### config.mk
export PLATFORM = sky130hd
export DESIGN_NAME = hds_update
export DESIGN_NICKNAME = d
export VERILOG_FILES = /design/src/design/hds_pkg.sv /design/src/design/hds_update.sv
export SDC_FILE = /design/constraint.sdc
export NUM_CORES = 2
export LEC_CHECK = 0
export BUFFER_PORTS_ARGS = -buffer_cell sky130_fd_sc_hd__buf_2
export CAP_MARGIN = 20
export CELL_PAD_IN_SITES_DETAIL_PLACEMENT = 0
export CELL_PAD_IN_SITES_GLOBAL_PLACEMENT = 1
export CORE_MARGIN = 1
export CORE_UTILIZATION = 51
export DETAILED_ROUTE_END_ITERATION = 12
export PLACE_DENSITY = 0.93
export SLEW_MARGIN = 15
export SYNTH_ARGS = -nofsm -noshare
export SYNTH_HDL_FRONTEND = slang
export SYNTH_SLANG_ARGS = --single-unit
### constraint.sdc
create_clock -name vclk -period 21.3
set_input_delay 3.195 -clock vclk [all_inputs]
set_output_delay 3.195 -clock vclk [all_outputs]
set_load 0.01 [all_outputs]
### src/design/hds_pkg.sv
// ----------------------------------------------------------------------------
// hds_pkg
// shared types and constants of the heat diffusion stencil step block
// ----------------------------------------------------------------------------
package hds_pkg;

  // register map, word index on the configuration port
  typedef enum logic [2:0] {
    REG_COLUMN_COUNT = 3'd0,
    REG_ROW_COUNT    = 3'd1,
    REG_TIME_STEP    = 3'd2,
    REG_X_GAIN       = 3'd3,
    REG_Y_GAIN       = 3'd4
  } hds_reg_t;

  localparam int CNT_W       = 11;
  localparam int COEF_W      = 16;
  localparam int DATA_W      = 32;
  localparam int MIN_COUNT   = 3;
  localparam int COUNT_RESET = 64;
  localparam int ADDR_W      = 5;

  typedef struct packed {
    logic [CNT_W-1:0]  column_count;
    logic [CNT_W-1:0]  row_count;
    logic [COEF_W-1:0] time_step;
    logic [COEF_W-1:0] x_gain;
    logic [COEF_W-1:0] y_gain;
  } hds_cfg_t;

  // stencil window: four cells and the source rate
  typedef struct packed {
    logic [DATA_W-1:0] left;
    logic [DATA_W-1:0] centre;
    logic [DATA_W-1:0] up;
    logic [DATA_W-1:0] down;
    logic [DATA_W-1:0] src;
  } hds_win_t;

  // one column entry of the three row stores
  typedef struct packed {
    logic [DATA_W-1:0] upper;
    logic [DATA_W-1:0] middle;
    logic [DATA_W-1:0] source;
  } hds_line_t;

endpackage

### src/design/hds_update.sv
// ----------------------------------------------------------------------------
// hds_update
// ftcs cell update: u + src*dt + gx*dxx + gy*dyy, rounded and saturated
// ----------------------------------------------------------------------------
module hds_update (
  input  hds_pkg::hds_win_t  win,
  input  logic [31:0]        right,
  input  hds_pkg::hds_cfg_t  cfg,
  output logic [31:0]        new_value
);
  import hds_pkg::*;

  logic signed [33:0] u34;
  logic signed [33:0] dxx;
  logic signed [33:0] dyy;
  logic signed [16:0] dt_s;
  logic signed [16:0] gx_s;
  logic signed [16:0] gy_s;
  logic signed [48:0] ps;
  logic signed [50:0] px;
  logic signed [50:0] py;
  logic signed [48:0] ps_r;
  logic signed [50:0] px_r;
  logic signed [50:0] py_r;
  logic signed [37:0] sum;

  always_comb begin
    u34  = $signed({{2{win.centre[31]}}, win.centre});
    dxx  = $signed({{2{win.left[31]}}, win.left}) + $signed({{2{right[31]}}, right})
           - (u34 <<< 1);
    dyy  = $signed({{2{win.up[31]}}, win.up}) + $signed({{2{win.down[31]}}, win.down})
           - (u34 <<< 1);
    dt_s = $signed({1'b0, cfg.time_step});
    gx_s = $signed({1'b0, cfg.x_gain});
    gy_s = $signed({1'b0, cfg.y_gain});
    ps   = $signed(win.src) * dt_s;
    px   = dxx * gx_s;
    py   = dyy * gy_s;
    // round to nearest, ties up: add half then floor
    ps_r = ps + 49'sd32768;
    px_r = px + 51'sd32768;
    py_r = py + 51'sd32768;
    sum  = $signed({{6{win.centre[31]}}, win.centre})
         + $signed({{5{ps_r[48]}}, ps_r[48:16]})
         + $signed({{3{px_r[50]}}, px_r[50:16]})
         + $signed({{3{py_r[50]}}, py_r[50:16]});
    // saturate to signed 32 bits
    if (sum[37:31] == 7'h00 || sum[37:31] == 7'h7f) begin
      new_value = sum[31:0];
    end else if (sum[37]) begin
      new_value = 32'h8000_0000;
    end else begin
      new_value = 32'h7fff_ffff;
    end
  end

endmodule

==> impl_metrics.json <==
{
  "maxCapViolCount": 0,
  "row_count": 130,
  "grt_start_max_net_pins": 36,
  "met3_length_um": 13200,
  "drv_slew": 0,
  "hold_viol": 0,
  "grt_use_total": 0.279,
  "fin_tns_setup_ns": 0,
  "drt_iter0_drc": 3021,
  "syn_inst": 7375,
  "grt_first_pass_wirelength_um": 277000,
  "setup_violations": 0,
  "seqCellArea_um2": 0,
  "place_worst_setup_slack_ns": 0.450,
  "wl_met2_um": 81400,
  "io_pins": 294,
  "critPathCaptureType": "output port",
  "syn_nets": 9832,
  "critPathLaunchType": "input port",
  "first_global_vias": 51600,
  "antenna_found_initial": 7,
  "globalplace.congestion": 0.935,
  "ys_types": 74,
  "worst_pin_slew_ns": 1.09,
  "nets": 9899,
  "nClkBuffers": 0,
  "hold_class": "input port to output port",
  "cp.arrival_ns": 17.46,
  "synth.avg_cell_area_um2": 8.74,
  "hpwl_um": 145000,
  "vias": 48200,
  "cpPeakStageDelay_ns": 0.62,
  "ys_warn_count": 0,
  "die_h_um": 358,
  "grt_setup_unrepaired": "false",
  "core_um2": 126000,
  "path_delay_family": "adder cells",
  "fmax_ghz": 0.0484,
  "path_class": "input port to output port",
  "area_delta_synth_final_pct": 4.71,
  "ys_seq_area_frac": 0,
  "initial_core_util": 0.514,
  "die-area_um2": 128000,
  "slew_headroom": 0.270,
  "final_common_cell": "inv_1",
  "crit_path_frequent_cell": "fa_1",
  "seq_cells": 0,
  "top_layer": "met5",
  "synth_area_leaders": "fa_1 (51%), inv_1 (12%), ha_1 (10%)",
  "mostFrequentLayoutCells": "inv_1 (2100), fa_1 (1655), nand2_1 (901), and2_1 (765), ha_1 (540)",
  "cp_max_fo": 32,
  "status": "finished, final reports clean",
  "die_w_um": 358,
  "synth.top_cell.area_share": 0.514,
  "gr-total-overflow": 0,
  "timing.final.crit_period_ns": 20.65,
  "synth_top_area_cell": "fa_1",
  "setup_ws_ns": 0.649,
  "port_buffers": 272,
  "wl_met1_um": 68500,
  "crit_required_ns": 18.11,
  "wl_per_cell_um": 18.9,
  "drive_gt1_frac": 0.0526,
  "viasPerCell": 5.29,
  "syn_area_um2": 64500,
  "period_share": 0.970,
  "crit_slowest_cell": "o31ai_1",
  "dr.pass1.iters": 6,
  "route.detailed.drc": 0,
  "worst-path-buf-inv": 13,
  "ctsHoldBuffers": 0,
  "wirelength_um": 172000,
  "ant_nets": 0
}
[through the flow]
step,hold WS [ns],instances,instance area [um2],utilization
floorplan,7.08,7375,64500,-
global placement,7.53,9087,67500,0.537
detailed placement,7.52,9087,67500,0.537
CTS,7.53,9087,67500,0.537
global route,7.60,9090,67500,0.538
finish,7.51,9096,67500,0.538
[Yosys cell counts (all sizes together) (4+ instances only)]
cell and count:
a211o 10, nand4 30, o31ai 6, or2 7, a31oi 19, or3 7
and3 25, xor2 67, a21o 114, inv 2100, o41ai 4, a21oi 169
nand2b 30, a31o 7, o211ai 15, nand4b 5, o2111ai 4, nor2b 52
a21boi 11, nand3 38, o31a 6, and2 765, nor2 113, a41oi 4
clkbuf 268, fa 1655, ha 540, xnor2 138, nor3 26, buf 15
nand2 901, o311ai 4, o21a 27, a311oi 5, o21bai 21, a211oi 15
o21ai 113
[what timing repair did]
item / CTS / global route
resized for setup: 0 / 1
setup buffers: 0 / 0
hold endpoints to repair: 0 / 0
setup endpoints to repair: 0 / 31
[kinds of logic after synthesis]
| group | share of synthesized area |
|---|---|
| buffers and inverters | 0.139 |
| adders and majority gates | 0.618 |
| and+or+nand+nor | 0.156 |
| AOI/OAI and AO/OA | 0.0585 |
| xor gates and xnor gates | 0.0278 |
| muxes | 0.000310 |
[final cells by class]
cell class | instances | area, um2
inverters | 2100 | 7880
multi-input cells | 4992 | 55600
fillers | 11400 | 58000
well taps | 1650 | 2060
repair buffers | 348 | 1940
diodes | 6 | 15.0
[path summary, 6_finish.rpt]
path,to,from,cells past startpoint
worst max-delay path,new_value[2],win[97],55
worst min-delay path,new_value[0],win[96],8
[routing by layer]
| metal | GRT usage | vias to the layer above |
|---|---|---|
| met5 | 0 | - |
| met1 | 0.367 | 24600 |
| met2 | 0.465 | 1748 |
| met4 | 0.119 | 8 |
| met3 | 0.0382 | 351 |
| li1 | - | 21400 |
