<file path="src/design/hds_pkg.sv">
// ----------------------------------------------------------------------------
// hds_pkg
// shared types and constants of the heat diffusion stencil step block
// ----------------------------------------------------------------------------
package hds_pkg;

  // register map, word index on the configuration port
  typedef enum logic [2:0] {
    REG_COLUMN_COUNT = 3'd0,
    REG_ROW_COUNT    = 3'd1,
    REG_TIME_STEP    = 3'd2,
    REG_X_GAIN       = 3'd3,
    REG_Y_GAIN       = 3'd4
  } hds_reg_t;

  localparam int CNT_W       = 11;
  localparam int COEF_W      = 16;
  localparam int DATA_W      = 32;
  localparam int MIN_COUNT   = 3;
  localparam int COUNT_RESET = 64;
  localparam int ADDR_W      = 5;

  typedef struct packed {
    logic [CNT_W-1:0]  column_count;
    logic [CNT_W-1:0]  row_count;
    logic [COEF_W-1:0] time_step;
    logic [COEF_W-1:0] x_gain;
    logic [COEF_W-1:0] y_gain;
  } hds_cfg_t;

  // stencil window: four cells and the source rate
  typedef struct packed {
    logic [DATA_W-1:0] left;
    logic [DATA_W-1:0] centre;
    logic [DATA_W-1:0] up;
    logic [DATA_W-1:0] down;
    logic [DATA_W-1:0] src;
  } hds_win_t;

  // one column entry of the three row stores
  typedef struct packed {
    logic [DATA_W-1:0] upper;
    logic [DATA_W-1:0] middle;
    logic [DATA_W-1:0] source;
  } hds_line_t;

endpackage

</file>
<file path="src/design/hds_cfg.sv">
// ----------------------------------------------------------------------------
// hds_cfg
// apb register bank: grid size, time step and diffusion gains
// ----------------------------------------------------------------------------
module hds_cfg (
  input  logic                          clk,
  input  logic                          rst,
  input  logic                          psel,
  input  logic                          penable,
  input  logic                          pwrite,
  input  logic [hds_pkg::ADDR_W-1:0]    paddr,
  input  logic [31:0]                   pwdata,
  output logic [31:0]                   prdata,
  output logic                          pready,
  output hds_pkg::hds_cfg_t             cfg,
  output logic                          count_wr
);
  import hds_pkg::*;

  logic     wr;
  hds_reg_t idx;

  assign pready = 1'b1;
  assign wr     = psel && penable && pwrite && pready;
  assign idx    = hds_reg_t'(paddr[ADDR_W-1:2]);

  // a new grid size restarts the raster position
  assign count_wr = wr && (idx == REG_COLUMN_COUNT || idx == REG_ROW_COUNT);

  always_ff @(posedge clk) begin
    if (rst) begin
      cfg.column_count <= CNT_W'(COUNT_RESET);
      cfg.row_count    <= CNT_W'(COUNT_RESET);
      cfg.time_step    <= '0;
      cfg.x_gain       <= '0;
      cfg.y_gain       <= '0;
    end else if (wr) begin
      case (idx)
        REG_COLUMN_COUNT: cfg.column_count <= pwdata[CNT_W-1:0];
        REG_ROW_COUNT:    cfg.row_count    <= pwdata[CNT_W-1:0];
        REG_TIME_STEP:    cfg.time_step    <= pwdata[COEF_W-1:0];
        REG_X_GAIN:       cfg.x_gain       <= pwdata[COEF_W-1:0];
        REG_Y_GAIN:       cfg.y_gain       <= pwdata[COEF_W-1:0];
        default: ;
      endcase
    end
  end

  always_comb begin
    case (idx)
      REG_COLUMN_COUNT: prdata = 32'(cfg.column_count);
      REG_ROW_COUNT:    prdata = 32'(cfg.row_count);
      REG_TIME_STEP:    prdata = 32'(cfg.time_step);
      REG_X_GAIN:       prdata = 32'(cfg.x_gain);
      REG_Y_GAIN:       prdata = 32'(cfg.y_gain);
      default:          prdata = '0;
    endcase
  end

endmodule

</file>
<file path="config.mk">
export PLATFORM = sky130hd
export DESIGN_NAME = hds_cfg
export DESIGN_NICKNAME = d
export VERILOG_FILES = /design/src/design/hds_pkg.sv /design/src/design/hds_cfg.sv
export SDC_FILE = /design/constraint.sdc
export NUM_CORES = 1
export LEC_CHECK = 0
export ABC_AREA = 1
export ABC_CLOCK_PERIOD_IN_PS = 2400
export BUFFER_PORTS_ARGS = -buffer_cell sky130_fd_sc_hd__buf_4
export CAP_MARGIN = 5
export CORE_UTILIZATION = 43
export DETAILED_ROUTE_END_ITERATION = 12
export GPL_TIMING_DRIVEN = 0
export HOLD_SLACK_MARGIN = 0.06
export PLACE_DENSITY = 0.72
export SKIP_CTS_REPAIR_TIMING = 1
export SYNTH_ARGS = -nofsm -noshare
export SYNTH_HDL_FRONTEND = slang
export SYNTH_SLANG_ARGS = --single-unit
</file>
<file path="constraint.sdc">
create_clock -name clk -period 2.4 [get_ports clk]
set_input_delay 0.72 -clock clk [delete_from_list [all_inputs] [get_ports clk]]
set_output_delay 0.72 -clock clk [all_outputs]
set_load 0.005 [all_outputs]
</file>
==> flow_metrics.tcl, run 1 <==
set metrics [dict create \
    outcome "finished clean" \
    largest_registers "cfg x70" \
    crit_fanout 10 \
    mostFrequentLayoutCells "nand2_1 (158), nor2_1 (153), buf_4 (135), nand3_1 (73), dfxtp_1 (70)" \
    port_buffers 107 \
    path_buf_inv 5 \
    drv_cap 0 \
    largest-register "cfg" \
    drive_gt1_frac 0.2786 \
    syn_area_per_cell_sq_um 6.433 \
    hold_class "reg2reg" \
    reg2reg_from "cfg[60]" \
    slowest_delay_ps 170 \
    drtIter0Drc 329 \
    die_y_um 95.07 \
    grt_max_degree 13 \
    cts_max_level 3 \
    drtAntennaViolNets 0 \
    hold_viol_final 0 \
    clock_tree.root_cell "clkbuf_8" \
    synth_seq_area_share 0.3762 \
    p_leak_nw 2.583 \
    rsz0062_at_grt "true" \
    cts.reportedPaths.clkPinSlew_ps 80 \
    r2r.worst_path.cells 2 \
    hold_start "cfg[28]" \
    layout_min_cycle_time_ps 2388 \
    reg2reg_to "cfg[60]" \
    hold_end "cfg[28]" \
    synth_cell_type_count 20 \
    routabilityCongestion 0.8743 \
    yosys_warnings 0 \
    finalPower_w 0.002626 \
    synth_cells 579 \
    cts_tree "done" \
    power_density_nw_per_um2 513.7 \
    antenna_found_initial 0 \
    path_cells "buf_12, inv_8, buf_12, buf_8, nand3_2, nand2_1, nor2_2, nand2_1, buf_6" \
    row_count 33 \
    grt_pass1_vias 3753 \
    placed_cell_area_sq_um 4716 \
    design_area_sq_um 5112 \
    vias_per_cell 4.890 \
    final_common_cell "nand2_1" \
    min_delay_path_depth 2 \
    start_kind "primary input" \
    cpLargestDelayFamily "buffers and inverters" \
    worstMarginPinSlew_ps 524.2 \
    wl_per_cell_um 14.46 \
    area_growth_pct 37.25 \
    insertion_delay_ps 340 \
    grt_pass1_wl_um 18420 \
    setup_tns_ps 0 \
    worstPathArrival_ps 1670 \
    async_reset_ff_frac 0 \
    cp_slowest_cell "nor2_2" \
    drc 0 \
    initial_core_util 0.4488 \
    synth_top_area_cell "dfxtp_1" \
    synth_edf_count 0 \
    maxSlewViolCount 0 \
    largest_reg_flops 70 \
    core_sq_um 8299 \
    placed_cells 806 \
    worstSetupEndpointType "output port" \
    syn-cell-area_sq_um 3725 \
    diodes 0 \
    worstSetupPathType "in2out" \
    io_pins 146 \
    drt_wl_total_um 12010 \
    max_freq_mhz 418.8 \
    final_cells 830 \
    hpwl_um 8987 \
    final.fill_count 778 \
    nets 762 \
    skew_ps 0 \
    clock_path_buffers 2 \
    worst_hold_slack_ps 506.5 \
    die_w_um 95.07 \
    gr-total-overflow 0 \
    numCtsBuffers 9 \
    dr.pass1.iters 5 \
    vias 4059 \
    die_area_sq_um 9038 \
    ys.flop_type "dfxtp_1" \
    netlist.area_leader.share 0.3762 \
    finalCritPeriodShare 0.9949 \
    crit_required_ps 1680 \
    setup_viol 0 \
    peakVddDrop_mv 0.2359 \
    relSlewSlack 0.6505 \
    grtUsageTotal 0.2690 \
    synthTopCellsByArea "dfxtp_1 (38%), nand2_1 (16%), nor2_1 (16%), nand3_1 (9.9%), buf_4 (4.6%)" \
    cts_num_sinks 70 \
    synth_seq_cells 70 \
    reg2reg_setup_slack_ps 1760 \
]
## metrics by stage
step,setup slack [ps],util
after floorplan,204.7,-
after global routing,-9.929,0.6160
after CTS,-172.9,0.5963
final,12.24,0.6160
after global placement,-185.6,0.5682
after detailed placement,-167.8,0.5682
## cells by family (layout without fill, tap and decap cells)
logic type,Yosys count,after routing,synth area share
other,2,17,0.002016
DFF,70,70,0.3762
and+or+nand+nor,419,420,0.4861
buffers and inverters,88,218,0.1357
## report_power, final
| part | internal [W] | leakage, nW | switching (W) |
|---|---|---|---|
| Sequential | 0.00118 | 0.565 | 0.0000138 |
| Clock | 0.000642 | 0.116 | 0.000461 |
| Combinational | 0.000140 | 1.90 | 0.000194 |
| Total | 0.00196 | 2.58 | 0.000668 |
## worst max-delay path by stage
| stage | from | endpoint | slack [ps] | cells after the start |
|---|---|---|---|---|
| CTS | pwrite | count_wr | -170 | 7 |
| finish | paddr[4] | prdata[8] | 10 | 9 |
| detailed placement | pwrite | count_wr | -170 | 7 |
| global route | paddr[4] | prdata[8] | -10 | 9 |
| floorplan | paddr[4] | prdata[5] | 200 | 8 |
| global placement | pwrite | count_wr | -190 | 7 |
## worst reg2reg max path, stage by stage, from the launching register on
cell,delay [ps]
dfxtp_1,340
nor2_1,140
nor2_1,70
## area by class of cell
type,count,area [sq um],share of cell area
clock buffer,11,151.4,0.02961
buffer,50,399.1,0.07807
tap,105,131.4,0.02570
timing repair buffer,116,889.6,0.1740
inverter,36,152.6,0.02986
multi-input combinational,437,1906,0.3727
clock inverter,5,81.33,0.01591
sequential,70,1401,0.2741
## Yosys cell counts, types with 3 or more instances
cell     count
buf_4       23
nor2_2       3
inv_1       31
nand4_1     15
buf_2       14
buf_6        7
inv_4        3
nand2_1    159
nor2_1     155
buf_1        7
nor2_4       4
nand3_2      4
nand3_1     74
dfxtp_1     70
## layer usage
metal	vias to the layer above	part of all wire	track usage
met3	18	0.084	0.03907
met1	1804	0.42	0.3550
li1	2037	-	-
met2	200	0.48	0.4446
met5	-	0	0
met4	0	0.016	0.09722
Note: power is estimated with default switching activity, not from simulation.
==> run 2: changes to the inputs <==
MAX_ROUTING_LAYER = met4   (was default)
==> flow_metrics.tcl, run 2 (synthesis gave the netlist of run 1 again) <==
set metrics [dict create \
    worstPathArrival_ps 1670 \
    drt_wl_total_um 11970 \
    initial_core_util 0.4488 \
    final_common_cell "nand2_1" \
    row_count 33 \
    grt_pass1_wl_um 17860 \
    cts_num_sinks 70 \
    wl_per_cell_um 14.41 \
    hold_class "reg2reg" \
    clock_tree.root_cell "clkbuf_8" \
    setup_tns_ps 0 \
    cts.reportedPaths.clkPinSlew_ps 70 \
    vias_per_cell 4.981 \
    largest_reg_flops 70 \
    die_area_sq_um 9038 \
    power_density_nw_per_um2 472.1 \
    drv_cap 0 \
    diodes 0 \
    grt_pass1_vias 3609 \
    routabilityCongestion 0.8934 \
    reg2reg_setup_slack_ps 1730 \
    grt_max_degree 12 \
    crit_fanout 10 \
    largest_registers "cfg x70" \
    wl_met3_um 936 \
    setup_viol 0 \
    clock_path_buffers 2 \
    crit_required_ps 1680 \
    finalCritPeriodShare 0.9965 \
    worstMarginPinSlew_ps 537.1 \
    fin_ws_ps 8.435 \
    reg2reg_to "cfg[5]" \
    worstSetupEndpointType "output port" \
    start_kind "primary input" \
    skew_ps 0 \
    wl_met2_um 5787 \
    drtIter0Drc 259 \
    reg2reg_from "cfg[5]" \
    hold_viol_final 0 \
    drc 0 \
    max_freq_mhz 418.1 \
    gr-total-overflow 0 \
    relSlewSlack 0.6419 \
    place_ws_ps -171.7 \
    insertion_delay_ps 340 \
    peakVddDrop_mv 0.2419 \
    critPathCapture "prdata[9]" \
    drtAntennaViolNets 0 \
    layout_min_cycle_time_ps 2392 \
    final.fill_count 838 \
    top_layer "met4" \
    r2r.worst_path.cells 2 \
    detail_route.wirelength.met1_um 5033 \
    rsz0062_at_grt "true" \
    area_growth_pct 36.51 \
    outcome "finished clean" \
    core_sq_um 8299 \
    cts_max_level 3 \
    die_y_um 95.07 \
    grtUsageTotal 0.2681 \
    io_pins 146 \
    hpwl_um 8930 \
    drive_gt1_frac 0.2769 \
    vias 4139 \
    maxSlewViolCount 0 \
    antenna_found_initial 0 \
    numCtsBuffers 9 \
    crit_start "paddr[4]" \
    largest-register "cfg" \
    dr.pass1.iters 5 \
    p_leak_nw 2.573 \
    port_buffers 107 \
    worstSetupPathType "in2out" \
    mostFrequentLayoutCells "nand2_1 (159), nor2_1 (152), buf_4 (135), nand3_1 (73), dfxtp_1 (70)" \
    cts_tree "done" \
    die_w_um 95.07 \
    nets 763 \
]
==> run 2: worst min-delay path by stage <==
stage             from  endpoint  slack, ps  cells after the start
2_1_floorplan  cfg[54]   cfg[54]        470                      2
3_3_place_gp   cfg[54]   cfg[54]        480                      2
3_5_place_dp   cfg[54]   cfg[54]        490                      2
4_1_cts        cfg[54]   cfg[54]        500                      2
5_1_grt        cfg[54]   cfg[54]        520                      2
6_report       cfg[54]   cfg[54]        500                      2
==> run 2: power by group <==
| group | internal [W] | switching (W) | total (W) |
|---|---|---|---|
| combinational | 0.000144 | 0.000195 | 0.000339 |
| sequential | 0.00118 | 0.0000138 | 0.00119 |
| clock | 0.000431 | 0.000441 | 0.000872 |
==> run 2: metrics by stage <==
stage | std cells | power, W | cell area, sq um | util | hold slack, ps
2_1_floorplan | 594 | 0.001406 | 3781 | - | 472.3
3_5_place_dp | 806 | 0.001516 | 4716 | 0.5682 | 489.0
6_report | 831 | 0.002401 | 5085 | 0.6127 | 497.2
3_3_place_gp | 806 | 0.001511 | 4716 | 0.5682 | 477.8
4_1_cts | 822 | 0.002366 | 4893 | 0.5896 | 501.4
5_1_grt | 831 | 0.002484 | 5085 | 0.6127 | 520.1
==> run 2: area by class of cell <==
cell class / instances / area, sq um / area share
buffer: 50 / 400.4 / 0.07874
clock buffer: 13 / 158.9 / 0.03125
inverter: 36 / 150.1 / 0.02953
timing repair buffer: 117 / 910.9 / 0.1791
tap: 105 / 131.4 / 0.02584
multi-input combinational: 437 / 1913 / 0.3762
clock inverter: 3 / 18.77 / 0.003691
sequential: 70 / 1401 / 0.2756
==> run 2: metal layers <==
metal  up-vias  track usage
li1       2044            -
met1      1892       0.3397
met2       182       0.4339
met3        21      0.03748
met4         0      0.09722
met5         -            -
==> run 2: worst max-delay path: stages <==
cell and delay [ps]:
buf_12 90, inv_6 50, buf_12 150, buf_8 140
nand3_1 80, nand2_1 70, nor2_2 150, nand2_1 80
buf_4 140
==> run 3: changes to the inputs <==
ABC_AREA = default   (was 1)
CORE_ASPECT_RATIO = 2   (was default)
PLACE_DENSITY = 0.73   (was 0.72)
==> flow_metrics.tcl, run 3 <==
set metrics [dict create \
    maxSlewViolCount 0 \
    cpLargestDelayFamily "buffers and inverters" \
    synth_seq_cells 70 \
    mostFrequentLayoutCells "buf_4 (139), nand2b_1 (85), mux2i_1 (75), dfxtp_1 (70), conb_1 (17)" \
    multi_input_area_sq_um 1983 \
    violations "setup timing" \
    syn-cell-area_sq_um 3527 \
    yosysMostFrequentCell "nand2b_1" \
    hold_viol_final 0 \
    cts_num_sinks 70 \
    worstPathArrival_ps 1700 \
    drtAntennaViolNets 0 \
    drv_cap 0 \
    clock_tree.root_cell "clkbuf_16" \
    setup_viol 5 \
    relSlewSlack 0.6054 \
    seq_power_share 0.432 \
    place_ws_ps -414.0 \
    dr.pass1.iters 4 \
    power.switching_w 0.0006251 \
    synth_edf_count 0 \
    drive_gt1_frac 0.4016 \
    final.fill_count 672 \
    vias 3107 \
    final_common_cell "buf_4" \
    largest_registers "cfg x70" \
    cts_max_level 3 \
    path_buf_inv 3 \
    outcome "finished, violations left" \
    cp_slowest_cell "mux2_4" \
    die_w_um 66.04 \
    regArea_sq_um 1401 \
    insertion_delay_ps 330 \
    placed_cells 565 \
    synth_cell_type_count 27 \
    initial_core_util 0.4441 \
    nets 540 \
    cts_tree "done" \
    crit_fanout 5 \
    row_count 46 \
    wl_per_cell_um 18.38 \
    power.share.clock 0.468 \
    skew_ps 0 \
    grt_pass1_vias 2855 \
    io_pins 146 \
    numCtsBuffers 9 \
    synth_cells 348 \
    syn_area_per_cell_sq_um 10.14 \
    p_leak_nw 2.530 \
    pwr-share-comb 0.100 \
    path_cells "buf_12, clkbuf_16, mux2_4, a22oi_2, o22ai_1, buf_4" \
    crit_required_ps 1680 \
    max_freq_mhz 412.4 \
    die_y_um 130.1 \
    hpwl_um 7748 \
    gr-total-overflow 0 \
    final_cells 599 \
    clock_path_buffers 2 \
    layout_min_cycle_time_ps 2425 \
    drtIter0Drc 147 \
    antenna_found_initial 0 \
    synthTopCellsByArea "dfxtp_1 (40%), mux2i_1 (21%), nand2b_1 (15%), buf_4 (4.5%), a22oi_1 (4.3%)" \
    diodes 0 \
    grt_max_degree 12 \
    rsz0062_at_grt "true" \
    power_density_nw_per_um2 533.6 \
    largest-register "cfg" \
    largest_reg_flops 70 \
    drc 0 \
    vias_per_cell 5.187 \
    netlist.area_leader.share 0.3973 \
    hold_class "reg2reg" \
    worstSetupPathType "in2out" \
    start_kind "primary input" \
    die_area_sq_um 8590 \
    port_buffers 106 \
    grt_pass1_wl_um 15440 \
    intPower_w 0.002105 \
    slowest_delay_ps 300 \
    core_sq_um 7943 \
    worstSetupEndpointType "output port" \
    peakVddDrop_mv 0.3404 \
    synthTopCellsByCount "nand2b_1 (85), mux2i_1 (75), dfxtp_1 (70)" \
    fin_ws_ps -24.64 \
    switching_share 0.2290 \
    finalPower_w 0.002730 \
    worstMarginPinSlew_ps 591.9 \
    fin_util 0.6441 \
    finalCritPeriodShare 1.010 \
    area_growth_pct 45.05 \
    ys.flop_type "dfxtp_1" \
    synth_seq_area_share 0.3973 \
    routabilityCongestion 0.8738 \
    grtUsageTotal 0.2560 \
    synth_top_area_cell "dfxtp_1" \
    cts.reportedPaths.clkPinSlew_ps 50 \
    drt_wl_total_um 11010 \
    yosys_warnings 0 \
    async_reset_ff_frac 0 \
]
[run 3: changes by cell type in the layout (fill, tap and decap cells not counted), moves of 11 or more]
cell	before	now
nand2_1	159	5
nor2_1	152	3
nand2b_1	0	85
mux2i_1	0	75
nand3_1	73	0
inv_1	30	1
nand4_1	15	0
a22oi_1	0	11
clkbuf_8	11	0
[run 3: logic make-up after synthesis]
| logic type | share of synthesized area |
|---|---|
| AOI/OAI and AO/OA | 0.07236 |
| buffers and inverters | 0.07875 |
| DFF | 0.3973 |
| muxes | 0.2480 |
| other | 0.002129 |
| and+or+nand+nor | 0.2015 |
[run 3: final cells by class]
class                      instances  area share
buffer                            43     0.07019
clock buffer                      11     0.04549
clock inverter                     5    0.009782
inverter                           1   0.0007337
multi-input combinational        249      0.3876
sequential                        70      0.2739
tap                               96     0.02348
timing repair buffer             124      0.1888
[run 3: final timing paths]
kind / from / to / slack [ps] / cells after the start
worst max register to register: cfg[65] / cfg[65] / 1710 / 2
worst max-delay path: paddr[2] / prdata[8] / -20 / 6
worst min register to register: cfg[52] / cfg[52] / 490 / 2
worst min-delay path: cfg[52] / cfg[52] / 490 / 2
[run 3: routing by layer]
metal,GRT usage,wire [um],up-vias
met3,0.04283,549,21
li1,-,-,1465
met5,-,0,-
met2,0.4634,6179,125
met1,0.2651,4010,1496
met4,0.1076,271,0
[run 3: through the flow]
stage	TNS, ps	hold slack [ps]	instance area (sq um)
after floorplan	0	473.6	3586
after global placement	-4057	474.5	4502
after detailed placement	-4359	479.5	4502
after CTS	-4416	491.3	4785
after global routing	-463.5	515.9	5116
final	-70.04	487.3	5116
[run 3: tightest hold or removal path, stage by stage (launching register included)]
cell,delay [ps]
dfxtp_1,320
nand2b_1,70
mux2i_1,50
[run 3: power groups by stage]
stage                     logic, W  registers, W  clock network [W]
after detailed placement  0.000232       0.00120                  0
after global placement    0.000231       0.00120                  0
after floorplan           0.000140       0.00120                  0
after global routing      0.000287       0.00118            0.00133
final                     0.000274       0.00118            0.00128
after CTS                 0.000234       0.00118            0.00129
